$ cat config.mk
export PLATFORM = sky130hd
export DESIGN_NAME = alpha_blend_pixel_formats_top
export DESIGN_NICKNAME = d
export VERILOG_FILES = /design/src/rtl/abpf_pkg.sv /design/src/rtl/abpf_decode.sv /design/src/rtl/abpf_mix.sv /design/src/rtl/abpf_encode.sv /design/src/rtl/alpha_blend_pixel_formats_top.sv
export SDC_FILE = /design/constraint.sdc
export NUM_CORES = 2
export LEC_CHECK = 0
export BUFFER_PORTS_ARGS = -buffer_cell sky130_fd_sc_hd__buf_2
export CAP_MARGIN = 30
export CORE_ASPECT_RATIO = 0.8
export CORE_UTILIZATION = 35
export DETAILED_ROUTE_END_ITERATION = 8
export GPL_TIMING_DRIVEN = 0
export PLACE_DENSITY = 0.57
export SYNTH_ARGS = -nofsm -noshare
export SYNTH_HDL_FRONTEND = slang
export SYNTH_SLANG_ARGS = --single-unit
export TNS_END_PERCENT = 100
$ cat constraint.sdc
create_clock -name clk -period 9.4 [get_ports clk]
set_clock_uncertainty 0.2 [all_clocks]
set_input_delay 0 -clock clk [delete_from_list [all_inputs] [get_ports clk]]
set_output_delay 0 -clock clk [all_outputs]
set_load 0.01 [all_outputs]
$ cat src/rtl/abpf_pkg.sv
package abpf_pkg;

  localparam logic [1:0] FMT_BGRX   = 2'd0;
  localparam logic [1:0] FMT_RGB565 = 2'd1;
  localparam logic [1:0] FMT_GRAY   = 2'd2;

  localparam logic [7:0]  CHAN_MAX   = 8'd255;
  localparam logic [15:0] MIX_ROUND  = 16'd127;
  // x/255 for x < 65536: (x * 32897) >> 23
  localparam logic [15:0] DIV255_MUL = 16'd32897;
  localparam int unsigned DIV255_SHR = 23;
  localparam logic [7:0]  ALPHA_BYTE = 8'hFF;
  localparam logic [6:0]  LUMA_R     = 7'd30;
  localparam logic [6:0]  LUMA_G     = 7'd59;
  localparam logic [6:0]  LUMA_B     = 7'd11;
  // y/100 for y <= 25500: (y * 5243) >> 19
  localparam logic [12:0] DIV100_MUL = 13'd5243;
  localparam int unsigned DIV100_SHR = 19;

  // 5-bit widen: (v*255+15)/31 = 8v + (7v+15)/31, x/31 for x <= 232 as (x*265) >> 13
  localparam logic [7:0]  EXP5_ROUND = 8'd15;
  localparam logic [8:0]  EXP5_MUL   = 9'd265;
  localparam int unsigned EXP5_SHR   = 13;
  // 6-bit widen: (v*255+31)/63 = 4v + (3v+31)/63, x/63 for x <= 220 as (x*261) >> 14
  localparam logic [7:0]  EXP6_ROUND = 8'd31;
  localparam logic [8:0]  EXP6_MUL   = 9'd261;
  localparam int unsigned EXP6_SHR   = 14;

  typedef struct packed {
    logic [7:0] r;
    logic [7:0] g;
    logic [7:0] b;
  } rgb_t;

  typedef struct packed {
    logic       valid;
    logic [1:0] fmt;
  } ctl_t;

  // (v*255+15)/31; the fraction is at most 7, so it fills the low three bits
  function automatic logic [7:0] expand5(input logic [4:0] v);
    logic [7:0]  frac;
    logic [15:0] q;
    frac = {v, 3'b000} - {3'b000, v} + EXP5_ROUND;
    q    = {8'd0, frac} * {7'd0, EXP5_MUL};
    return {v, q[EXP5_SHR +: 3]};
  endfunction

  // (v*255+31)/63; the fraction is at most 3, so it fills the low two bits
  function automatic logic [7:0] expand6(input logic [5:0] v);
    logic [7:0]  frac;
    logic [15:0] q;
    frac = {1'b0, v, 1'b0} + {2'b00, v} + EXP6_ROUND;
    q    = {8'd0, frac} * {7'd0, EXP6_MUL};
    return {v, q[EXP6_SHR +: 2]};
  endfunction

endpackage

$ cat src/rtl/abpf_decode.sv
module abpf_decode (
  input  logic              clk,
  input  logic              rst,
  input  logic              in_valid,
  input  logic [1:0]        fmt,
  input  logic [31:0]       dest_pixel,
  input  abpf_pkg::rgb_t    src_in,
  input  logic [7:0]        alpha_in,
  output abpf_pkg::ctl_t    ctl,
  output abpf_pkg::rgb_t    dst,
  output abpf_pkg::rgb_t    src,
  output logic [7:0]        alpha
);

  abpf_pkg::rgb_t dst_next;

  always_comb begin
    case (fmt)
      abpf_pkg::FMT_BGRX: begin
        dst_next.r = dest_pixel[23:16];
        dst_next.g = dest_pixel[15:8];
        dst_next.b = dest_pixel[7:0];
      end
      abpf_pkg::FMT_RGB565: begin
        dst_next.r = abpf_pkg::expand5(dest_pixel[15:11]);
        dst_next.g = abpf_pkg::expand6(dest_pixel[10:5]);
        dst_next.b = abpf_pkg::expand5(dest_pixel[4:0]);
      end
      default: begin
        // gray and the unused code: byte to all channels
        dst_next.r = dest_pixel[7:0];
        dst_next.g = dest_pixel[7:0];
        dst_next.b = dest_pixel[7:0];
      end
    endcase
  end

  always_ff @(posedge clk) begin
    if (rst) begin
      ctl.valid <= 1'b0;
    end else begin
      ctl.valid <= in_valid;
    end
    ctl.fmt <= fmt;
    dst     <= dst_next;
    src     <= src_in;
    alpha   <= alpha_in;
  end

endmodule

$ cat src/rtl/abpf_mix.sv
module abpf_mix (
  input  logic              clk,
  input  logic              rst,
  input  abpf_pkg::ctl_t    ctl_in,
  input  abpf_pkg::rgb_t    dst,
  input  abpf_pkg::rgb_t    src,
  input  logic [7:0]        alpha,
  output abpf_pkg::ctl_t    ctl,
  output abpf_pkg::rgb_t    mixed
);

  abpf_pkg::ctl_t ctl_mid;
  logic [15:0]    sum_r, sum_g, sum_b;
  logic [15:0]    sum_r_next, sum_g_next, sum_b_next;
  logic [7:0]     inv_alpha;
  logic [31:0]    prod_r, prod_g, prod_b;

  assign inv_alpha = abpf_pkg::CHAN_MAX - alpha;

  // max 255*255 + 127 fits in 16 bits
  assign sum_r_next = 16'(src.r * alpha) + 16'(dst.r * inv_alpha) + abpf_pkg::MIX_ROUND;
  assign sum_g_next = 16'(src.g * alpha) + 16'(dst.g * inv_alpha) + abpf_pkg::MIX_ROUND;
  assign sum_b_next = 16'(src.b * alpha) + 16'(dst.b * inv_alpha) + abpf_pkg::MIX_ROUND;

  assign prod_r = sum_r * abpf_pkg::DIV255_MUL;
  assign prod_g = sum_g * abpf_pkg::DIV255_MUL;
  assign prod_b = sum_b * abpf_pkg::DIV255_MUL;

  always_ff @(posedge clk) begin
    if (rst) begin
      ctl_mid.valid <= 1'b0;
      ctl.valid     <= 1'b0;
    end else begin
      ctl_mid.valid <= ctl_in.valid;
      ctl.valid     <= ctl_mid.valid;
    end
    ctl_mid.fmt <= ctl_in.fmt;
    sum_r       <= sum_r_next;
    sum_g       <= sum_g_next;
    sum_b       <= sum_b_next;
    ctl.fmt     <= ctl_mid.fmt;
    mixed.r     <= prod_r[abpf_pkg::DIV255_SHR +: 8];
    mixed.g     <= prod_g[abpf_pkg::DIV255_SHR +: 8];
    mixed.b     <= prod_b[abpf_pkg::DIV255_SHR +: 8];
  end

endmodule

$ cat src/rtl/abpf_encode.sv
module abpf_encode (
  input  logic              clk,
  input  logic              rst,
  input  abpf_pkg::ctl_t    ctl_in,
  input  abpf_pkg::rgb_t    mixed,
  output logic              out_valid,
  output logic [31:0]       pixel,
  output abpf_pkg::rgb_t    chan
);

  abpf_pkg::ctl_t ctl_mid;
  abpf_pkg::rgb_t mixed_mid;
  logic [14:0]    luma_sum;
  logic [14:0]    luma_sum_next;
  logic [27:0]    luma_prod;
  logic [31:0]    pixel_next;

  // max 100*255 = 25500
  assign luma_sum_next = 15'(mixed.r * abpf_pkg::LUMA_R)
                       + 15'(mixed.g * abpf_pkg::LUMA_G)
                       + 15'(mixed.b * abpf_pkg::LUMA_B);

  assign luma_prod = luma_sum * abpf_pkg::DIV100_MUL;

  always_comb begin
    case (ctl_mid.fmt)
      abpf_pkg::FMT_BGRX: begin
        pixel_next = {abpf_pkg::ALPHA_BYTE, mixed_mid.r, mixed_mid.g, mixed_mid.b};
      end
      abpf_pkg::FMT_RGB565: begin
        pixel_next = {16'd0, mixed_mid.r[7:3], mixed_mid.g[7:2], mixed_mid.b[7:3]};
      end
      default: begin
        pixel_next = {24'd0, luma_prod[abpf_pkg::DIV100_SHR +: 8]};
      end
    endcase
  end

  always_ff @(posedge clk) begin
    if (rst) begin
      ctl_mid.valid <= 1'b0;
      out_valid     <= 1'b0;
    end else begin
      ctl_mid.valid <= ctl_in.valid;
      out_valid     <= ctl_mid.valid;
    end
    ctl_mid.fmt <= ctl_in.fmt;
    mixed_mid   <= mixed;
    luma_sum    <= luma_sum_next;
    pixel       <= pixel_next;
    chan        <= mixed_mid;
  end

endmodule

$ cat src/rtl/alpha_blend_pixel_formats_top.sv
// Throughput: one pixel per cycle; busy is never raised.
// The receiver cannot stall: each result shows for exactly one cycle.
// Reset (rst, synchronous, active high) empties the pipeline and sets
// pixel_format to 32-bit BGRX; results in flight are dropped.
module alpha_blend_pixel_formats_top (
  input  logic        clk,
  input  logic        rst,
  // command channel
  input  logic        start,
  output logic        busy,
  input  logic [31:0] dest_pixel,
  input  logic [7:0]  source_red,
  input  logic [7:0]  source_green,
  input  logic [7:0]  source_blue,
  input  logic [7:0]  opacity,
  // result strobe
  output logic        done,
  output logic [31:0] blended_pixel,
  output logic [7:0]  blended_red,
  output logic [7:0]  blended_green,
  output logic [7:0]  blended_blue,
  // configuration write channel
  input  logic        cfg_valid,
  output logic        cfg_ready,
  input  logic [1:0]  cfg_data
);

  logic [1:0]     pixel_format;
  logic           accept;
  abpf_pkg::rgb_t src_in;
  abpf_pkg::ctl_t dec_ctl, mix_ctl;
  abpf_pkg::rgb_t dec_dst, dec_src, mixed, chan;
  logic [7:0]     dec_alpha;

  // Pipeline has no back-pressure, so a command is always taken.
  assign busy      = 1'b0;
  assign cfg_ready = 1'b1;
  assign accept    = start & ~busy;

  // Format register. The format also rides along with each pixel, so
  // results already in flight keep the format they entered with.
  always_ff @(posedge clk) begin
    if (rst) begin
      pixel_format <= abpf_pkg::FMT_BGRX;
    end else if (cfg_valid && cfg_ready) begin
      pixel_format <= cfg_data;
    end
  end

  assign src_in.r = source_red;
  assign src_in.g = source_green;
  assign src_in.b = source_blue;

  // Stage 1: unpack destination to 8-bit channels.
  abpf_decode u_decode (
    .clk        (clk),
    .rst        (rst),
    .in_valid   (accept),
    .fmt        (pixel_format),
    .dest_pixel (dest_pixel),
    .src_in     (src_in),
    .alpha_in   (opacity),
    .ctl        (dec_ctl),
    .dst        (dec_dst),
    .src        (dec_src),
    .alpha      (dec_alpha)
  );

  // Stages 2-3: weighted sum, then divide by 255 via reciprocal multiply.
  abpf_mix u_mix (
    .clk    (clk),
    .rst    (rst),
    .ctl_in (dec_ctl),
    .dst    (dec_dst),
    .src    (dec_src),
    .alpha  (dec_alpha),
    .ctl    (mix_ctl),
    .mixed  (mixed)
  );

  // Stages 4-5: luma sum, then pack into the output format.
  abpf_encode u_encode (
    .clk       (clk),
    .rst       (rst),
    .ctl_in    (mix_ctl),
    .mixed     (mixed),
    .out_valid (done),
    .pixel     (blended_pixel),
    .chan      (chan)
  );

  assign blended_red   = chan.r;
  assign blended_green = chan.g;
  assign blended_blue  = chan.b;

endmodule

# == After elaboration in Yosys (flattened, before gate mapping) ==
# Cells that the tools add are included.
# word_totals
register_bits,238
in_bits,70
output_inout_bits,59
elab_cells,68
# op_classes
addsub,15
n_mul,16
n_eq_ne,2
mux,2
n_reduce_logical,2
# ops
cell,count
$mul A8 B8 Y16,6
$mul A16 B16 Y31 const B,3
$pmux W32 S2,1
$add A16 B16 Y16,3
$add A16 B7 Y16 const B,3
$mul A8 B9 Y16 const B,3
$pmux W24 S2,1
$mul A15 B13 Y27 const B,1
$mul A8 B4 Y12 const B,2
$add A8 B4 Y8 const B,2
$sub A8 B5 Y8,2
$add A13 B14 Y15,1
$add A15 B12 Y15,1
$mul A8 B6 Y14 const B,1
$add A7 B6 Y8,1
$add A8 B5 Y8 const B,1
$sub A8 B8 Y8 const A,1
$eq A2 B1 Y1 const B,2
$logic_not A2 Y1,2

# == Logic depth before layout (Yosys ltp) ==
# depth
depth_word,4
depth_mapped,24

# == Cells and area by module ==
# A second synthesis with hierarchy kept.
# unflattened
hier_cells,3087
hier_area_um2,30603.1
# by_module_without_submodules
mod,instances,cells_per_inst,area_per_inst_um2
abpf_mix,1,1898,18290.0
abpf_encode,1,823,8688.3
abpf_decode,1,356,3534.6
alpha_blend_pixel_formats_top,1,10,90.1

# == Least setup slack after synthesis ==
# Ideal clock, no wire load.
# synth_path
kind,register to register
startpoint,register u_decode.alpha[6]
endpoint,register u_mix.sum_r[15]
setup_ps,72
arrival_time_ps,5506
required_time_ps,9128
path_slack_ps,3622
stages_incl_launch_ff,21
n_path_buf,2
period_less_slack_ps,5778
path_cell_list,dfxtp_1 > clkbuf_1 > clkbuf_1 > nand2_1 > fa_1 > fa_1 > inv_1 > fa_1 > fa_1 > fa_1 > inv_1 > fa_1 > inv_1 > ha_1 > nor3_1 > nor2_1 > a31o_2 > o41ai_2 > o21bai_1 > a21oi_1 > xnor2_1
# synth_via
elab_chain_cells,4
word_cells_on_any_way,5
cone_classes,add/sub (3); mul (2)
# synth_lines
item,line_no,source
from (decl),abpf_decode.sv:12,output logic [7:0] alpha
from (signal assigned),abpf_decode.sv:47,alpha <= alpha_in;
$sub A8 B8 Y8,abpf_mix.sv:18,assign inv_alpha = abpf_pkg::CHAN_MAX - alpha;
$mul A8 B8 Y16,abpf_mix.sv:21,assign sum_r_next = 16'(src.r * alpha) + 16'(dst.r * inv_alpha) + abpf_pkg::MIX_ROUND;
$add A16 B16 Y16 *,abpf_mix.sv:21,
$add A16 B7 Y16 *,abpf_mix.sv:21,
named net u_mix.sum_r_next[15],abpf_mix.sv:14,"logic [15:0] sum_r_next, sum_g_next, sum_b_next;"
to (signal assigned),abpf_mix.sv:38,sum_r <= sum_r_next;
to (decl),abpf_mix.sv:13,"logic [15:0] sum_r, sum_g, sum_b;"
# The timed path passes the listed nets; every way through them passes the cells marked *.
# A chain may end at the register's enable or synchronous reset.

# == Worst setup path after layout ==
# layout_path
startpoint,register u_decode.alpha[4]
endpoint,register u_mix.sum_b[15]
# layout_via
elab_chain_cells,4
word_cells_on_any_way,5
cone_classes,add/sub (3); mul (2)
# layout_lines
item,line_no,source
$sub A8 B8 Y8,abpf_mix.sv:18,
$mul A8 B8 Y16,abpf_mix.sv:23,assign sum_b_next = 16'(src.b * alpha) + 16'(dst.b * inv_alpha) + abpf_pkg::MIX_ROUND;
$add A16 B16 Y16 *,abpf_mix.sv:23,
$add A16 B7 Y16 *,abpf_mix.sv:23,
named net u_mix.sum_b_next[15],abpf_mix.sv:14,
to (signal assigned),abpf_mix.sv:40,sum_b <= sum_b_next;
to (decl),abpf_mix.sv:13,
# Marks and branches as above.

==> metrics.md <==
| Metric | Value |
|---|---|
| Status | `finished, final reports clean` |
| Routed vias/inst | `4.55` |
| Post-synth EDFFs | `0` |
| GP Congestion | `0.817` |
| DRT Pass-1 Iters | `5` |
| CTS Buffer Depth | `3` |
| Register area | `0.00462 sq mm` |
| Number of fill cells in the layout | `8332` |
| FF-to-FF path depth | `20` |
| Crit path required time | `9.66 ns` |
| Hold depth | `4` |
| Slew Limit Fails | `0` |
| CP Cell Sequence | `clkbuf_1, buf_1, nand2_1, fa_1, fa_1, inv_1, fa_1, fa_1, fa_1, inv_1, fa_1, inv_1, ha_1, nor2_1, nor2_1, nand3_1, and3_1, o41ai_1, a21oi_1, xor2_1` |
| CTS tree | `built` |
| Reg-to-Reg End | `u_mix.sum_b[15]$_DFF_P_` |
| Maximum clock rate | `0.135 GHz` |
| Final worst path period share | `78.5%` |
| TritonCTS buffer count | `28` |
| Post-synth top flop | `dfxtp_1` |
| Min Tclk post-route | `7.38 ns` |
| Crit path kind | `reg2reg` |
| Mapped Cells | `3022` |
| Cell mode on critical path | `fa_1` |
| Remaining global-route overflow | `0` |
| Syn-to-layout area delta | `13.8%` |
| Mapped Area | `0.0301 sq mm` |
| Async SR Flop Fraction | `0%` |
| Fin. Hold Viols | `0` |
| DRT antenna net count | `0` |
| Worst Path Max Fanout | `10` |
| Finished Layout Cells | `4425` |
| PostCTS Resize Cnt | `0` |
| Die height | `264 um` |
| PortBufs | `118` |
| Synthesis Warnings | `0` |
| Vias in the first global route | `20900` |
| Slew margin rel. | `32.3%` |
| Chip Width | `330 um` |
| Worst-Margin Slew | `1.02 ns` |
| Synth cell types | `61` |
| Largest net degree at the start of global routing | `16` |
| Endpoints failing setup | `0` |
| Most common cell after layout, fill and taps aside | `inv_1` |
| Tot GR Track Use | `16.1%` |
| MaxCap Viol Count | `0` |
| #FFs+latches synth | `231` |
| Reg2reg setup slack | `2.02 ns` |
| Hold Crit Start | `dest_pixel[4]` |
| RSZ-0062 raised after global routing | `no` |
| Worst-Skew Late Latency | `0.61 ns` |
| Largest cells by area after synthesis | `fa_1 (30%), ha_1 (25%), dfxtp_1 (15%), inv_1 (8.3%), xnor2_1 (2.6%)` |
| Multi-input gate area | `0.0227 sq mm` |
| DRC Markers | `0` |
| Highest-count cells in the layout ignoring fill and taps | `inv_1 (668), ha_1 (608), fa_1 (446), dfxtp_1 (231), nand2_1 (136)` |
| Nets | `4409` |
| CP Data Arrival Time | `7.65 ns` |
| FP Rows | `95` |
| Crit path max-delay cell type | `buf_1` |
| Crit path capture type | `flop` |
| Hold EP | `u_decode.dst[4]$_DFF_P_` |
| WL per Instance | `15.1 um` |
| First-pass GRT wire length | `111000 um` |
| Clock transition at path regs | `0.06 ns` |
| Post-synthesis net count | `4146` |
| H-tree levels | `1` |
| Sequential area share after synthesis | `15.4%` |
| Inst Count DP | `4255` |
| Clk sink count | `231` |
| Core Region | `0.0845 sq mm` |
| Ratio of cells with drive above 1 in the final layout | `5.78%` |
| Mapped Avg Cell Area | `9.96 sq um` |
| Initial Util | `35.6%` |
| Routed WL | `67000 um` |
| Largest stage delay on the critical path | `0.82 ns` |
| Top cell type by total area after synthesis | `fa_1` |
| CP startpoint kind | `flop` |
| DR iter-0 viols | `861` |
| Io pins | `129` |
| Setup TNS | `0 ns` |
| Synth top area share | `29.7%` |
| Initial antenna violation count | `4` |
| Root buf cell | `clkbuf_16` |
| Hold Path Class | `in2reg` |
| RR Startpoint | `u_decode.alpha[4]$_DFF_P_` |
| Die ar. | `0.0872 sq mm` |
| Dpl hpwl | `56000 um` |
| Via Count | `20200` |
==> layout make-up <==
type / instances / share of cell area, %
Antenna cell: 4 / 0.0292
Buffer: 63 / 0.789
Clock buffer: 36 / 2.25
Clock inverter: 15 / 0.701
Inverter: 668 / 7.32
Multi-Input combinational cell: 2060 / 66.3
Sequential cell: 231 / 13.5
Tap cell: 1115 / 4.07
Timing Repair Buffer: 233 / 5.08
==> per-stage QoR <==
stage          hold WS (ns)  setup WS [ns]  util, %  cell area [sq um]
2_1_floorplan        -0.172           3.62        -              30100
3_3_place_gp        -0.0964           2.26     38.0              32100
3_5_place_dp        -0.0960           2.21     38.0              32100
4_1_cts              0.0281           2.17     40.5              34200
5_1_grt              0.0614           1.79     40.5              34300
6_report             0.0857           2.02     40.5              34300
==> flip-flops by register name, indices dropped and copies added (netlist names), 8 cells and up <==
| register | cells |
|---|---|
| u_decode.alpha | 8 |
| u_decode.dst | 24 |
| u_decode.src | 24 |
| u_encode.chan | 24 |
| u_encode.luma_sum | 15 |
| u_encode.mixed_mid | 24 |
| u_encode.pixel | 25 |
| u_mix.mixed | 24 |
| u_mix.sum_b | 16 |
| u_mix.sum_g | 16 |
| u_mix.sum_r | 16 |
==> Yosys cell counts, types with 42 or more instances <==
library cell	instances
nor2_1	72
nand2b_1	112
ha_1	608
xnor2_1	88
clkbuf_1	47
and2_1	119
dfxtp_1	231
nand2_1	136
a21oi_1	76
o21ai_0	42
fa_1	446
nor2b_1	114
inv_1	668
==> worst max-delay path, delay by kind of cell, from the launching register on <==
family	cells	cell delay (ns)
adders and majority gates	7	3.33
buffers and inverters	5	1.51
AOI/OAI and AO/OA	2	0.72
and+or+nand+nor	5	0.71
xor gates and xnor gates	1	0.39
DFF	1	0.34
==> kinds of logic after synthesis <==
family / synth area share (%)
AOI/OAI and AO/OA: 5.25
xor gates and xnor gates: 3.32
adders and majority gates: 54.9
buffers and inverters: 9.23
DFF: 15.4
muxes: 0.736
other: 0.0250
and+or+nand+nor: 11.1
==> worst max-delay path by stage <==
stage / from / slack (ns) / cells past startpoint / end
after global placement: u_decode.alpha[4]$_DFF_P_ / 2.26 / 19 / u_mix.sum_b[15]$_DFF_P_
after detailed placement: u_decode.alpha[4]$_DFF_P_ / 2.21 / 20 / u_mix.sum_b[15]$_DFF_P_
after floorplan: u_decode.alpha[6]$_DFF_P_ / 3.62 / 20 / u_mix.sum_r[15]$_DFF_P_
after global routing: u_decode.alpha[4]$_DFF_P_ / 1.79 / 20 / u_mix.sum_b[15]$_DFF_P_
after CTS: u_decode.alpha[4]$_DFF_P_ / 2.17 / 20 / u_mix.sum_b[15]$_DFF_P_
final: u_decode.alpha[4]$_DFF_P_ / 2.02 / 20 / u_mix.sum_b[15]$_DFF_P_
==> layer usage <==
layer | vias to the layer above | wire, um | GRT usage (%)
met4 | 2 | 1050 | 2.74
li1 | 9972 | - | -
met2 | 328 | 28000 | 24.4
met1 | 9792 | 34900 | 24.4
met5 | - | 15 | 0
met3 | 56 | 3010 | 2.35
==> what timing repair did <==
action                                 CTS  global route
buffers inserted                         0             0
endpoints found under the hold margin   63             0
hold buffers                           115             0
Power is not shown: default switching activity piles up to over one toggle a cycle in this logic, so the estimate is an artifact.
